`config.mk`:
```
export PLATFORM = sky130hd
export DESIGN_NAME = grid_ray_march_unit
export DESIGN_NICKNAME = d
export VERILOG_FILES = /design/src/design/grm_pkg.sv /design/src/design/grm_ram.sv /design/src/design/grm_ctrl.sv /design/src/design/grm_datapath.sv /design/src/design/grid_ray_march_unit.sv
export VERILOG_INCLUDE_DIRS = /design/src /design/src/design
export SDC_FILE = /design/constraint.sdc
export NUM_CORES = 2
export LEC_CHECK = 0
export BUFFER_PORTS_ARGS = -buffer_cell sky130_fd_sc_hd__buf_2
export CORE_MARGIN = 3
export CORE_UTILIZATION = 55
export DETAILED_ROUTE_END_ITERATION = 8
export MAX_ROUTING_LAYER = met4
export PLACE_DENSITY = 0.7
export SKIP_LAST_GASP = 1
export SYNTH_ARGS = -nofsm -noshare
export SYNTH_HDL_FRONTEND = slang
export SYNTH_HIERARCHICAL = 1
export SYNTH_SLANG_ARGS = --single-unit
```
`constraint.sdc`:
```
create_clock -name clk -period 34.5 [get_ports clk]
set_input_delay 6.9 -clock clk [delete_from_list [all_inputs] [get_ports clk]]
set_output_delay 6.9 -clock clk [all_outputs]
set_load 0.02 [all_outputs]
```
`src/design/grid_ray_march_unit_macros.svh`:
```
// assertion macros shared by the ray march design
// expects clk and rst_n in the scope of the module that uses them
`ifndef GRID_RAY_MARCH_UNIT_MACROS_SVH
`define GRID_RAY_MARCH_UNIT_MACROS_SVH

// same-cycle implication, idle during reset
`define GRM_ASSERT_IMP(name, ante, cons) \
    name: assert property (@(posedge clk) disable iff (!rst_n) (ante) |-> (cons)) \
        else $error("grid_ray_march_unit: same-cycle check failed");

// next-cycle implication, idle during reset
`define GRM_ASSERT_NEXT(name, ante, cons) \
    name: assert property (@(posedge clk) disable iff (!rst_n) (ante) |=> (cons)) \
        else $error("grid_ray_march_unit: next-cycle check failed");

`endif

```
`src/design/grm_pkg.sv`:
```
// types, codes and constants of the grid ray march unit
// no dependencies; used by every module of the unit but grm_ram
`timescale 1ns / 1ps

package grm_pkg;

    localparam int MAP_SIDE_DEFAULT  = 32;
    localparam int MAX_STEPS_DEFAULT = 4096;

    // angle resolution is tied to the 10-bit ray_angle port
    localparam int ANGLE_STEPS = 1024;
    localparam int ANGLE_W     = 10;
    localparam int PHASE_W     = 16;
    localparam int PHASE_SHIFT = PHASE_W - $clog2(ANGLE_STEPS);

    localparam int CELL_IDX_W  = 5;
    localparam int COORD_W     = 16;
    localparam int POS_W       = 18;
    localparam int FRAC_W      = 11;
    localparam int CELL_W      = POS_W - 1 - FRAC_W;
    localparam int INC_W       = 12;
    localparam int DIM_W       = 6;
    localparam int STEP_LEN_W  = 11;
    localparam int DIST_W      = 23;
    localparam int OUTCOME_W   = 2;

    localparam int CFG_IDX_W   = 2;
    localparam int CFG_W       = 11;

    localparam logic [DIM_W-1:0]      MAP_WIDTH_RESET   = 6'd32;
    localparam logic [DIM_W-1:0]      MAP_HEIGHT_RESET  = 6'd32;
    localparam logic [STEP_LEN_W-1:0] STEP_LENGTH_RESET = 11'd102;
    localparam logic [DIST_W-1:0]     DIST_MAX          = '1;

    // sine divider: 15 quotient bits, one per cycle
    localparam int DIV_STEPS = 15;
    localparam int DIV_CNT_W = 4;

    typedef enum logic [0:0] {
        OP_WRITE = 1'b0,
        OP_CAST  = 1'b1
    } op_t;

    typedef enum logic [OUTCOME_W-1:0] {
        OUT_HIT   = 2'd0,
        OUT_LEFT  = 2'd1,
        OUT_LIMIT = 2'd2
    } outcome_t;

    typedef enum logic [CFG_IDX_W-1:0] {
        CFG_MAP_WIDTH   = 2'd0,
        CFG_MAP_HEIGHT  = 2'd1,
        CFG_STEP_LENGTH = 2'd2
    } cfg_idx_t;

    typedef enum logic [3:0] {
        ST_CLEAR,
        ST_IDLE,
        ST_TRIG_MUL,
        ST_TRIG_LOAD,
        ST_TRIG_DIV,
        ST_TRIG_SCALE,
        ST_MARCH,
        ST_DIST,
        ST_RESULT
    } state_t;

    typedef struct packed {
        logic     clear_step;
        logic     map_write;
        logic     capture;
        logic     trig_mul;
        logic     trig_load;
        logic     div_step;
        logic     use_sin;
        logic     scale;
        logic     advance;
        logic     stop;
        outcome_t outcome;
        logic     dist_calc;
    } grm_cmd_t;

    typedef struct packed {
        logic clear_last;
        logic oob;
        logic solid;
        logic at_limit;
    } grm_status_t;

endpackage

```
`src/design/grm_ram.sv`:
```
// generic single-write, single-read memory with registered read data
// no dependencies
`timescale 1ns / 1ps

module grm_ram #(
    parameter int WIDTH = 1,
    parameter int DEPTH = 1024,
    parameter int AW    = $clog2(DEPTH)
) (
    input  logic             clk,
    input  logic             we,
    input  logic [AW-1:0]    waddr,
    input  logic [WIDTH-1:0] wdata,
    input  logic [AW-1:0]    raddr,
    output logic [WIDTH-1:0] rdata
);

    logic [WIDTH-1:0] mem [DEPTH];

    always_ff @(posedge clk)
    begin
        if (we)
        begin
            mem[waddr] <= wdata;
        end
        rdata <= mem[raddr];
    end

endmodule

```
`src/design/grm_ctrl.sv`:
```
// sequencer of the ray march unit: clear pass, map writes, trig setup, march, distance, result
// depends on grm_pkg
`timescale 1ns / 1ps

module grm_ctrl (
    input  logic                clk,
    input  logic                rst_n,
    input  logic                start,
    input  logic                operation,
    input  grm_pkg::grm_status_t status,
    output grm_pkg::grm_cmd_t    cmd,
    output logic                busy,
    output logic                done
);

    import grm_pkg::*;

    state_t                 state_reg, state_next;
    logic                   sin_pass_reg, sin_pass_next;
    logic [DIV_CNT_W-1:0]   div_cnt_reg, div_cnt_next;
    logic                   div_last;
    logic                   march_stop;

    assign div_last   = (div_cnt_reg == DIV_CNT_W'(DIV_STEPS - 1));
    assign march_stop = status.oob || status.solid || status.at_limit;

    always_ff @(posedge clk or negedge rst_n)
    begin
        if (!rst_n)
        begin
            state_reg    <= ST_CLEAR;
            sin_pass_reg <= 1'b0;
            div_cnt_reg  <= '0;
        end
        else
        begin
            state_reg    <= state_next;
            sin_pass_reg <= sin_pass_next;
            div_cnt_reg  <= div_cnt_next;
        end
    end

    // next state
    always_comb
    begin
        state_next = state_reg;
        unique case (state_reg)
            ST_CLEAR:
            begin
                if (status.clear_last)
                begin
                    state_next = ST_IDLE;
                end
            end
            ST_IDLE:
            begin
                if (start && (operation == OP_CAST))
                begin
                    state_next = ST_TRIG_MUL;
                end
            end
            ST_TRIG_MUL:   state_next = ST_TRIG_LOAD;
            ST_TRIG_LOAD:  state_next = ST_TRIG_DIV;
            ST_TRIG_DIV:
            begin
                if (div_last)
                begin
                    state_next = ST_TRIG_SCALE;
                end
            end
            ST_TRIG_SCALE: state_next = sin_pass_reg ? ST_MARCH : ST_TRIG_MUL;
            ST_MARCH:
            begin
                if (march_stop)
                begin
                    state_next = ST_DIST;
                end
            end
            ST_DIST:       state_next = ST_RESULT;
            ST_RESULT:     state_next = ST_IDLE;
            default:       state_next = ST_IDLE;
        endcase
    end

    // pass flag and divider count
    always_comb
    begin
        sin_pass_next = sin_pass_reg;
        div_cnt_next  = div_cnt_reg;
        if (cmd.capture)
        begin
            sin_pass_next = 1'b0;
        end
        else if (cmd.scale)
        begin
            sin_pass_next = 1'b1;
        end
        if (cmd.trig_load)
        begin
            div_cnt_next = '0;
        end
        else if (cmd.div_step)
        begin
            div_cnt_next = div_cnt_reg + 1'b1;
        end
    end

    // commands
    always_comb
    begin
        cmd         = '0;
        cmd.outcome = OUT_HIT;
        cmd.use_sin = sin_pass_reg;
        busy        = 1'b1;
        done        = 1'b0;
        unique case (state_reg)
            ST_CLEAR:      cmd.clear_step = 1'b1;
            ST_IDLE:
            begin
                busy = 1'b0;
                if (start)
                begin
                    if (operation == OP_WRITE)
                    begin
                        cmd.map_write = 1'b1;
                    end
                    else
                    begin
                        cmd.capture = 1'b1;
                    end
                end
            end
            ST_TRIG_MUL:   cmd.trig_mul  = 1'b1;
            ST_TRIG_LOAD:  cmd.trig_load = 1'b1;
            ST_TRIG_DIV:   cmd.div_step  = 1'b1;
            ST_TRIG_SCALE: cmd.scale     = 1'b1;
            ST_MARCH:
            begin
                // bounds first, then wall, then step limit
                priority if (status.oob)
                begin
                    cmd.stop    = 1'b1;
                    cmd.outcome = OUT_LEFT;
                end
                else if (status.solid)
                begin
                    cmd.stop    = 1'b1;
                    cmd.outcome = OUT_HIT;
                end
                else if (status.at_limit)
                begin
                    cmd.stop    = 1'b1;
                    cmd.outcome = OUT_LIMIT;
                end
                else
                begin
                    cmd.advance = 1'b1;
                end
            end
            ST_DIST:       cmd.dist_calc = 1'b1;
            ST_RESULT:     done = 1'b1;
            default:       busy = 1'b1;
        endcase
    end

endmodule

```
`src/design/grm_datapath.sv`:
```
// datapath of the ray march unit: config registers, map memory, sine divider,
// ray position, step count and distance; depends on grm_pkg and grm_ram
`timescale 1ns / 1ps

module grm_datapath #(
    parameter int MAP_SIDE  = grm_pkg::MAP_SIDE_DEFAULT,
    parameter int MAX_STEPS = grm_pkg::MAX_STEPS_DEFAULT
) (
    input  logic                              clk,
    input  logic                              rst_n,
    input  grm_pkg::grm_cmd_t                 cmd,
    output grm_pkg::grm_status_t              status,
    input  logic                              cfg_we,
    input  logic [grm_pkg::CFG_IDX_W-1:0]     cfg_addr,
    input  logic [grm_pkg::CFG_W-1:0]         cfg_wdata,
    input  logic [grm_pkg::CELL_IDX_W-1:0]    cell_x,
    input  logic [grm_pkg::CELL_IDX_W-1:0]    cell_y,
    input  logic                              cell_solid,
    input  logic [grm_pkg::COORD_W-1:0]       start_x,
    input  logic [grm_pkg::COORD_W-1:0]       start_y,
    input  logic [grm_pkg::ANGLE_W-1:0]       ray_angle,
    output logic [grm_pkg::DIST_W-1:0]        distance,
    output logic [grm_pkg::OUTCOME_W-1:0]     outcome
);

    import grm_pkg::*;

    localparam int DEPTH  = MAP_SIDE * MAP_SIDE;
    localparam int AW     = $clog2(DEPTH);
    localparam int CNT_W  = $clog2(MAX_STEPS + 1);
    localparam int PROD_W = CNT_W + STEP_LEN_W;
    localparam int MUL_W  = (PROD_W > DIST_W) ? PROD_W : DIST_W;
    localparam logic [DIM_W-1:0] SIDE_CAP  = DIM_W'((MAP_SIDE > 63) ? 63 : MAP_SIDE);
    localparam logic [8:0]       SIDE_LIM  = 9'(MAP_SIDE);
    localparam logic [32:0]      DEN_BASE  = 33'd5368709120;
    localparam logic [46:0]      ROUND_ADD = 47'd2684354560;
    localparam logic [26:0]      HALF_LSB  = 27'd8192;

    // configuration registers
    logic [DIM_W-1:0]      map_width_reg, map_width_next;
    logic [DIM_W-1:0]      map_height_reg, map_height_next;
    logic [STEP_LEN_W-1:0] step_len_reg, step_len_next;

    // clear pass
    logic [AW-1:0]         clr_addr_reg, clr_addr_next;

    // trig setup
    logic [PHASE_W-1:0]    phase_reg, phase_next;
    logic [28:0]           w_reg, w_next;
    logic                  hneg_reg, hneg_next;
    logic [32:0]           den_reg, den_next;
    logic [32:0]           rem_reg, rem_next;
    logic [DIV_STEPS-1:0]  nlow_reg, nlow_next;
    logic [DIV_STEPS-1:0]  q_reg, q_next;
    logic [INC_W-1:0]      dx_reg, dx_next;
    logic [INC_W-1:0]      dy_reg, dy_next;

    // march
    logic [POS_W-1:0]      x_reg, x_next;
    logic [POS_W-1:0]      y_reg, y_next;
    logic [CNT_W-1:0]      count_reg, count_next;
    outcome_t              outcome_reg, outcome_next;
    logic [DIST_W-1:0]     dist_reg, dist_next;

    logic [PHASE_W-1:0]    phase_sel;
    logic [29:0]           w_full;
    logic [46:0]           n_full;
    logic [34:0]           trial;
    logic [26:0]           scaled;
    logic [INC_W-1:0]      inc_mag;
    logic [INC_W-1:0]      inc_val;
    logic [POS_W-1:0]      x_sum, y_sum, x_rd, y_rd;
    logic [DIM_W-1:0]      wd, ht;
    logic [MUL_W-1:0]      dist_prod;

    logic                  ram_we;
    logic [AW-1:0]         ram_waddr, ram_raddr, wr_addr;
    logic                  ram_wdata, ram_rdata;
    logic                  wr_in_map;

    // ------------------------------------------------------------------
    // configuration and clear counter

    always_comb
    begin
        map_width_next  = map_width_reg;
        map_height_next = map_height_reg;
        step_len_next   = step_len_reg;
        if (cfg_we)
        begin
            unique case (cfg_idx_t'(cfg_addr))
                CFG_MAP_WIDTH:   map_width_next  = cfg_wdata[DIM_W-1:0];
                CFG_MAP_HEIGHT:  map_height_next = cfg_wdata[DIM_W-1:0];
                CFG_STEP_LENGTH: step_len_next   = cfg_wdata[STEP_LEN_W-1:0];
                default:         step_len_next   = step_len_reg;
            endcase
        end
    end

    assign clr_addr_next     = cmd.clear_step ? clr_addr_reg + 1'b1 : clr_addr_reg;
    assign status.clear_last = (clr_addr_reg == AW'(DEPTH - 1));

    always_ff @(posedge clk or negedge rst_n)
    begin
        if (!rst_n)
        begin
            map_width_reg  <= MAP_WIDTH_RESET;
            map_height_reg <= MAP_HEIGHT_RESET;
            step_len_reg   <= STEP_LENGTH_RESET;
            clr_addr_reg   <= '0;
        end
        else
        begin
            map_width_reg  <= map_width_next;
            map_height_reg <= map_height_next;
            step_len_reg   <= step_len_next;
            clr_addr_reg   <= clr_addr_next;
        end
    end

    // ------------------------------------------------------------------
    // map memory

    assign wr_in_map = ({4'b0, cell_x} < SIDE_LIM) && ({4'b0, cell_y} < SIDE_LIM);
    assign wr_addr   = AW'(cell_y) * AW'(MAP_SIDE) + AW'(cell_x);

    assign ram_we    = cmd.clear_step || (cmd.map_write && wr_in_map);
    assign ram_waddr = cmd.clear_step ? clr_addr_reg : wr_addr;
    assign ram_wdata = cmd.clear_step ? 1'b0 : cell_solid;

    // read the cell of the next position when stepping, else of the current one
    assign x_sum = x_reg + {{(POS_W - INC_W){dx_reg[INC_W-1]}}, dx_reg};
    assign y_sum = y_reg + {{(POS_W - INC_W){dy_reg[INC_W-1]}}, dy_reg};
    assign x_rd  = cmd.advance ? x_sum : x_reg;
    assign y_rd  = cmd.advance ? y_sum : y_reg;
    assign ram_raddr = AW'(y_rd[FRAC_W+CELL_W-1:FRAC_W]) * AW'(MAP_SIDE)
                     + AW'(x_rd[FRAC_W+CELL_W-1:FRAC_W]);

    grm_ram #(
        .WIDTH (1),
        .DEPTH (DEPTH)
    ) u_map (
        .clk   (clk),
        .we    (ram_we),
        .waddr (ram_waddr),
        .wdata (ram_wdata),
        .raddr (ram_raddr),
        .rdata (ram_rdata)
    );

    // ------------------------------------------------------------------
    // sine magnitude: round(2^18 * w / (5*2^30 - 4w)), w = u * (2^15 - u)

    assign phase_sel = cmd.use_sin ? phase_reg : phase_reg + 16'd16384;
    assign w_full    = 30'(phase_sel[14:0]) * (30'd32768 - 30'(phase_sel[14:0]));
    // dividend plus half the divisor, both written in terms of w
    assign n_full    = (47'(w_reg) << 18) - (47'(w_reg) << 1) + ROUND_ADD;
    assign trial     = {1'b0, rem_reg, nlow_reg[DIV_STEPS-1]} - {2'b00, den_reg};
    assign scaled    = 27'(step_len_reg) * 27'(q_reg) + HALF_LSB;
    assign inc_mag   = INC_W'(scaled[26:14]);
    assign inc_val   = hneg_reg ? (~inc_mag + 1'b1) : inc_mag;

    // ------------------------------------------------------------------
    // march bounds and limit

    assign wd = (map_width_reg > SIDE_CAP) ? SIDE_CAP : map_width_reg;
    assign ht = (map_height_reg > SIDE_CAP) ? SIDE_CAP : map_height_reg;

    assign status.oob = x_reg[POS_W-1] || y_reg[POS_W-1]
                     || (x_reg[POS_W-2:0] >= {wd, {FRAC_W{1'b0}}})
                     || (y_reg[POS_W-2:0] >= {ht, {FRAC_W{1'b0}}});
    assign status.solid    = ram_rdata;
    assign status.at_limit = (count_reg >= CNT_W'(MAX_STEPS));

    assign dist_prod = MUL_W'(count_reg) * MUL_W'(step_len_reg);

    always_comb
    begin
        phase_next   = phase_reg;
        w_next       = w_reg;
        hneg_next    = hneg_reg;
        den_next     = den_reg;
        rem_next     = rem_reg;
        nlow_next    = nlow_reg;
        q_next       = q_reg;
        dx_next      = dx_reg;
        dy_next      = dy_reg;
        x_next       = x_reg;
        y_next       = y_reg;
        count_next   = count_reg;
        outcome_next = outcome_reg;
        dist_next    = dist_reg;

        if (cmd.capture)
        begin
            phase_next = PHASE_W'(ray_angle) << PHASE_SHIFT;
            x_next     = POS_W'(start_x);
            y_next     = POS_W'(start_y);
            count_next = '0;
        end
        if (cmd.trig_mul)
        begin
            w_next    = w_full[28:0];
            hneg_next = phase_sel[PHASE_W-1];
        end
        if (cmd.trig_load)
        begin
            den_next  = DEN_BASE - {2'b00, w_reg, 2'b00};
            rem_next  = 33'(n_full[46:DIV_STEPS]);
            nlow_next = n_full[DIV_STEPS-1:0];
        end
        if (cmd.div_step)
        begin
            // restoring division, one quotient bit per cycle
            if (!trial[34])
            begin
                rem_next = trial[32:0];
                q_next   = {q_reg[DIV_STEPS-2:0], 1'b1};
            end
            else
            begin
                rem_next = {rem_reg[31:0], nlow_reg[DIV_STEPS-1]};
                q_next   = {q_reg[DIV_STEPS-2:0], 1'b0};
            end
            nlow_next = {nlow_reg[DIV_STEPS-2:0], 1'b0};
        end
        if (cmd.scale)
        begin
            if (cmd.use_sin)
            begin
                dy_next = inc_val;
            end
            else
            begin
                dx_next = inc_val;
            end
        end
        if (cmd.advance)
        begin
            x_next     = x_sum;
            y_next     = y_sum;
            count_next = count_reg + 1'b1;
        end
        if (cmd.stop)
        begin
            outcome_next = cmd.outcome;
        end
        if (cmd.dist_calc)
        begin
            dist_next = (dist_prod > MUL_W'(DIST_MAX)) ? DIST_MAX : dist_prod[DIST_W-1:0];
        end
    end

    always_ff @(posedge clk)
    begin
        phase_reg   <= phase_next;
        w_reg       <= w_next;
        hneg_reg    <= hneg_next;
        den_reg     <= den_next;
        rem_reg     <= rem_next;
        nlow_reg    <= nlow_next;
        q_reg       <= q_next;
        dx_reg      <= dx_next;
        dy_reg      <= dy_next;
        x_reg       <= x_next;
        y_reg       <= y_next;
        count_reg   <= count_next;
        outcome_reg <= outcome_next;
        dist_reg    <= dist_next;
    end

    assign distance = dist_reg;
    assign outcome  = outcome_reg;

endmodule

```
`src/design/grid_ray_march_unit.sv`:
```
// cast: after acceptance the cosine and sine setup share one divider, then the march checks
// one map cell per cycle and takes at most MAX_STEPS steps; busy drops in the cycle after
// done. a map write takes effect at its accept edge and leaves the unit idle.
// after reset the map is cleared, one cell a cycle through all MAP_SIDE*MAP_SIDE cells, with
// busy high; config registers take their reset values at once. done cannot be held off.
`timescale 1ns / 1ps

module grid_ray_march_unit #(
    parameter int MAP_SIDE  = grm_pkg::MAP_SIDE_DEFAULT,
    parameter int MAX_STEPS = grm_pkg::MAX_STEPS_DEFAULT
) (
    input  logic                              clk,
    input  logic                              rst_n,
    input  logic                              start,
    output logic                              busy,
    input  logic                              operation,
    input  logic [grm_pkg::CELL_IDX_W-1:0]    cell_x,
    input  logic [grm_pkg::CELL_IDX_W-1:0]    cell_y,
    input  logic                              cell_solid,
    input  logic [grm_pkg::COORD_W-1:0]       start_x,
    input  logic [grm_pkg::COORD_W-1:0]       start_y,
    input  logic [grm_pkg::ANGLE_W-1:0]       ray_angle,
    input  logic                              cfg_we,
    input  logic [grm_pkg::CFG_IDX_W-1:0]     cfg_addr,
    input  logic [grm_pkg::CFG_W-1:0]         cfg_wdata,
    output logic                              done,
    output logic [grm_pkg::DIST_W-1:0]        distance,
    output logic [grm_pkg::OUTCOME_W-1:0]     outcome
);

    import grm_pkg::*;

`include "grid_ray_march_unit_macros.svh"

    grm_cmd_t    cmd;
    grm_status_t status;

    grm_ctrl u_ctrl (
        .clk       (clk),
        .rst_n     (rst_n),
        .start     (start),
        .operation (operation),
        .status    (status),
        .cmd       (cmd),
        .busy      (busy),
        .done      (done)
    );

    grm_datapath #(
        .MAP_SIDE  (MAP_SIDE),
        .MAX_STEPS (MAX_STEPS)
    ) u_datapath (
        .clk        (clk),
        .rst_n      (rst_n),
        .cmd        (cmd),
        .status     (status),
        .cfg_we     (cfg_we),
        .cfg_addr   (cfg_addr),
        .cfg_wdata  (cfg_wdata),
        .cell_x     (cell_x),
        .cell_y     (cell_y),
        .cell_solid (cell_solid),
        .start_x    (start_x),
        .start_y    (start_y),
        .ray_angle  (ray_angle),
        .distance   (distance),
        .outcome    (outcome)
    );

    // a map write transaction never occupies the unit
    `GRM_ASSERT_NEXT(a_write_stays_idle, start && !busy && (operation == OP_WRITE), !busy)
    // a cast transaction starts the trig setup, never an immediate result
    `GRM_ASSERT_NEXT(a_cast_goes_busy, start && !busy && (operation == OP_CAST), busy && !done)
    // one result per cast
    `GRM_ASSERT_NEXT(a_done_single, done, !done)
    // the ray only steps from an open in-map cell below the step limit
    `GRM_ASSERT_IMP(a_step_legal, cmd.advance, !status.at_limit && !status.oob && !status.solid)

endmodule

```
# ---- Word-level counts from Yosys, hierarchy flattened
# Memory sizes are Yosys's and may differ from the RTL's. A register that Yosys moved wholly into a read port is not among the register bits.
# Cells that the tools add are included.
dict set report totals {
  memories 1
  ff_bits 276
  mem_bits_rw 1024
  wordCells 137
  out_inout_bits 27
  input_bits 71
}
# memory depth word_bits rd rd_clocked_by_memory_dff wr line
set memory_table {}
lappend memory_table {u_datapath.u_map.mem 1024 1 1 1 1 grm_ram.sv:18} ;# logic [WIDTH-1:0] mem [DEPTH];
dict set report op_classes {
  add_sub_neg 15
  order_cmp 6
  n_eq_ne 16
  reduce_logical 19
  muxes 51
  bitwise 3
  multipliers 3
}
# operator count
set op_table {}
lappend op_table {{$mux 33} 3}
lappend op_table {{$mux 18} 4}
lappend op_table {{$add 47x32->47 const B} 1}
lappend op_table {{$sub 47x30->47} 1}
lappend op_table {{$add 18x18->18} 2}
lappend op_table {{$sub 34x33->35} 1}
lappend op_table {{$ge 17x17->1} 2}
lappend op_table {{$sub 33x31->33 const A} 1}
lappend op_table {{$mux 16} 2}
lappend op_table {{$pmux 4 s8} 1}
lappend op_table {{$mul 15x30->29} 1}
lappend op_table {{$mux 15} 2}
lappend op_table {{$mux 4} 7}
lappend op_table {{$add 26x14->26 const B} 1}
lappend op_table {{$mul 11x15->26} 1}
lappend op_table {{$mux 13} 2}
lappend op_table {{$gt 24x23->1 const B} 1}
lappend op_table {{$mul 13x11->24} 1}
lappend op_table {{$mux 1} 19}
lappend op_table {{$mux 17} 1}
lappend op_table {{$sub 16x15->17 const A} 1}
lappend op_table {{$add 16x15->16 const B} 1}
lappend op_table {{$eq 4x3->1 const B} 4}
lappend op_table {{$add 13x1->13 const B} 1}
lappend op_table {{30 further kinds} 52}

# ---- Longest topological paths before layout
dict set report depth {
  ltp_word 9
  ltp_mapped 33
  depth_no_buf 27
}

# ---- By module
# The synthesis kept the hierarchy.
# mod instances cells_per_inst area_each_um2 seq_area_each_um2
set modules_own_cells {}
lappend modules_own_cells {grm_ram 1 3112 44656.6 30769.5}
lappend modules_own_cells {grm_datapath 1 2648 26120.1 6688.9}
lappend modules_own_cells {grm_ctrl 1 68 586.8 225.2}

# ---- Worst setup path after synthesis
# No wires, ideal clock.
dict set report synth_path {
  path_kind {input port to flip-flop}
  start {in cell_solid}
  end {mem u_datapath.u_map.mem[0] (data pin)}
  arrival_time_ps 31237
  setup_ps 5174
  required_ps 29326
  setup_slack_ps -1911
  cell_stages 1
  path_buffers 0
  path_cell_list {nor2b_1}
}
dict set report synth_between {
  elab_chain_cells 1
}
# item line
set synth_rtl {}
lappend synth_rtl {{start: declaration} grid_ray_march_unit.sv:19} ;# input logic cell_solid,
lappend synth_rtl {{$mux 1} grm_datapath.sv:129} ;# assign ram_wdata = cmd.clear_step ? 1'b0 : cell_solid;
lappend synth_rtl {{end: declaration} grm_ram.sv:18}
# No other way between the ends.

# ---- Final worst setup path
dict set report layout_path {
  start {in cell_solid}
  end {mem u_datapath.u_map.mem[532] (data pin)}
}
dict set report layout_between {
  elab_chain_cells 1
}
# item line
set layout_rtl {}
lappend layout_rtl {{$mux 1} grm_datapath.sv:129}
lappend layout_rtl {{named net u_datapath.ram_wdata} grm_datapath.sv:78} ;# logic ram_wdata, ram_rdata;
# The timed path passes the listed nets, and every way through them passes these cells.

==> out/results.txt <==
Die Height -> 366.2 um
Count of boundary I/O pins -> 98
Post-synth ARST share -> 3.328%
Final period util -> 29.42%
Power Total -> 8.132 mW
Num rows -> 131
Cts repair resizes -> 0
Initial DRC Count -> 5039
#FFs+latches synth -> 1262
Setup crit end kind -> register
Critical setup path kind -> primary input to register
Root buffer cell -> clkbuf_16
Layout cells sized above 1 -> 12.15%
Setup WS pre-CTS -> 23.67 ns
Tmin final -> 10.15 ns
Core ar. -> 128200 um2
Reg2Reg Setup Slack -> 25.94 ns
Max Clk Rate -> 98.53 MHz
Max Root-Sink Buffers -> 3
Wire length per cell -> 23.39 um
DR pass1 iterations -> 6
EDFF count, synth -> 1219
Yosys Warn Count -> 6
Routed wire length -> 177400 um
Detail Route Antenna Nets -> 0
Sw Ratio -> 42.19%
Crit path cell chain -> buf_2 -> nor2b_4 -> buf_4 -> buf_4 -> buf_4 -> buf_4
Initial core utilization -> 55.68%
Hpwl dp -> 108200 um
First-pass GRT wire length -> 273000 um
CP startpoint kind -> primary input
Synthesized area per cell -> 12.24 um2
Post-synthesis cell area -> 71360 um2
Largest net degree at the start of global routing -> 294
Net switching power -> 3.431 mW
Crit path max fanout -> 120
Number of global-route vias before repair -> 45770
Final worst-path setup slack -> 24.35 ns
Cell Int Power -> 4.701 mW
Data arrival, critical path -> 10.62 ns
Setup bufs post-CTS -> 0
Max-slew violation count -> 0
Area grow syn2layout -> 8.482%
Main synth FF type -> edfxtp_1
Port bufs -> 97
Setup TNS -> 0 ns
Lkg Pwr -> 27.78 nW
Status -> finished, final reports clean
Gpl congestion -> 0.8573
Total Nets Final -> 6393
Setup-failing EPs final -> 0
Reg power frac -> 27.5%
Crit Reg-Reg Endpoint -> u_datapath/u_map/rdata
Slowest CP cell -> buf_4
VDD IR max -> 228.6 uV
Final hold vios -> 0
Distinct cells, synth -> 92
R2r startpoint -> u_datapath/map_width_reg[5]
Clock transition at path regs -> 0.06 ns
Worst min-delay path class -> register to register
Initial antenna violation count -> 6
Sequential cell area fraction in the yosys report -> 52.81%
Num CTS Buffers -> 138
Vias/cell -> 6.035
Worst slew pin tran -> 1.351 ns
Largest register FFs -> 1024
CTS sink count -> 1262
R2R depth -> 26
Vias -> 45770
Post-route DRC -> 0
H-tree lvl count -> 4
Cell taking the most area after synthesis -> edfxtp_1
Clock Power Share -> 17.8%
Combinational fraction of design power -> 54.7%
Worst-skew pair later-pin latency -> 0.78 ns
Die X -> 366.2 um
Setup crit start -> cell_solid
CTS tree -> built
Synth top area share -> 51.29%
Synth area leaders -> edfxtp_1, fa_1, mux4_2
Max_cap viols -> 0
Worst Setup EP -> u_datapath/u_map/mem[532]
Clk_skew -> 0.05235 ns
Die area -> 134100 um2
Most frequent CP cell -> buf_4
Crit-path max cell delay -> 0.92 ns
All-Layer GR Usage -> 27.28%
Cells after synthesis -> 5828
Slew Limit Headroom -> 9.733%
RSZ-0062 raised after global routing -> no
Pwr Density -> 105.0 nW/um2
Hold bufs inserted after CTS -> 0
Total congestion overflow -> 0
Required @ worst endpoint -> 34.97 ns
## critical path, delay by kind of cell
family | cells | cell delay, ns
buffers and inverters | 5 | 3.39
AND/OR/NAND/NOR | 1 | 0.14
## cells by family after synthesis
| kind of cell | Yosys count | synth area share (%) |
|---|---|---|
| and+or+nand+nor | 2042 | 12.62 |
| DFF | 1262 | 52.81 |
| buffers and inverters | 862 | 4.988 |
| adders and majority gates | 585 | 13.09 |
| AOI/OAI and AO/OA | 500 | 4.722 |
| muxes | 427 | 9.953 |
| xor gates and xnor gates | 148 | 1.816 |
| other | 2 | 0.01052 |
## power by group through the flow
stage / Combinational, mW / Clock [mW] / Sequential [mW]
2_1_floorplan: 3.40 / 0 / 2.29
6_report: 4.45 / 1.45 / 2.23
3_5_place_dp: 4.43 / 0 / 2.26
5_1_grt: 5.07 / 1.54 / 2.25
4_1_cts: 4.49 / 1.47 / 2.23
3_3_place_gp: 4.35 / 0 / 2.26
## final cells by class
type	count	area [um2]
Multi-Input combinational cell	3709	30360
Inverter	461	1730
Clock inverter	71	748.2
Tap cell	1729	2163
Timing Repair Buffer	165	1046
Sequential cell	1262	37680
Clock buffer	184	3679
Antenna cell	3	7.507
Fill cell	10170	50760
## worst min path at each step
stage / startpoint / end / slack (ns) / cells after the start
floorplan: u_datapath/q_reg[1] / u_datapath/q_reg[2] / 0.42 / 0
global placement: u_datapath/clr_addr_reg[5] / u_datapath/clr_addr_reg[5] / 0.47 / 1
detailed placement: u_datapath/clr_addr_reg[8] / u_datapath/clr_addr_reg[8] / 0.48 / 1
CTS: u_datapath/clr_addr_reg[5] / u_datapath/clr_addr_reg[5] / 0.49 / 1
global route: u_datapath/clr_addr_reg[5] / u_datapath/clr_addr_reg[5] / 0.52 / 1
finish: u_datapath/clr_addr_reg[5] / u_datapath/clr_addr_reg[5] / 0.49 / 1
## cell usage in the layout, fill, tap and decap left out, types with 24 or more instances in the layout
cell          n
xnor2_1     110
fa_1        269
nor2_1     1132
o221ai_1     50
o21ai_0      85
o22ai_1      28
nand3_1      51
a21oi_1     123
clkbuf_16   140
mux2_2       79
inv_1       456
clkinv_1     27
edfxtp_1   1219
nand2_1     342
clkbuf_1     43
nand3_2      24
mux2i_1     134
nor2b_1      48
buf_2        97
xor2_1       37
and2_1      165
mux4_2      200
nor3_1       74
nand2b_1     51
dfrtp_1      36
buf_4        64
ha_1        316
## through the flow
stage,utilization (%),hold slack [ns],cell area (um2),std cells
floorplan,-,0.4244,71380,5833
global placement,56.94,0.4722,72980,7326
detailed placement,56.94,0.4751,72980,7326
CTS,60.39,0.4855,77410,7581
global route,60.40,0.5190,77420,7584
finish,60.40,0.4877,77420,7584
## synthesized netlist by cell type (8+ instances only)
cell type and count:
nand4_1 22, edfxtp_1 1219, nor2_1 1132, mux4_1 14
a211oi_1 16, clkbuf_1 274, o211ai_1 15, buf_2 22
o21ai_0 88, dfrtp_1 36, a21oi_1 123, a21o_1 21
o21bai_1 17, nand3b_1 8, and3_1 23, or2_2 9
mux4_2 200, nand3_1 75, buf_4 15, nor3_1 75
buf_1 62, buf_6 18, o221ai_1 50, or3_1 17
inv_1 457, mux2i_1 134, mux2_2 79, and2_1 166
o21a_1 11, ha_1 316, nor3b_1 22, a22oi_1 21
nand2_1 348, fa_1 269, a2111oi_0 12, nand2b_1 52
nor4_1 18, o22ai_1 28, xor2_1 37, o31ai_1 9
nor2b_1 49, xnor2_1 111, a31oi_1 14
## metal layers
layer	vias to the layer above	share of wire [%]	global-route usage [%]
li1	20240	-	-
met1	23310	41	37.58
met2	1921	47	41.84
met5	-	0	-
met3	297	9.1	4.887
met4	0	2.8	8.192
Power figures use the tool's default switching activity.
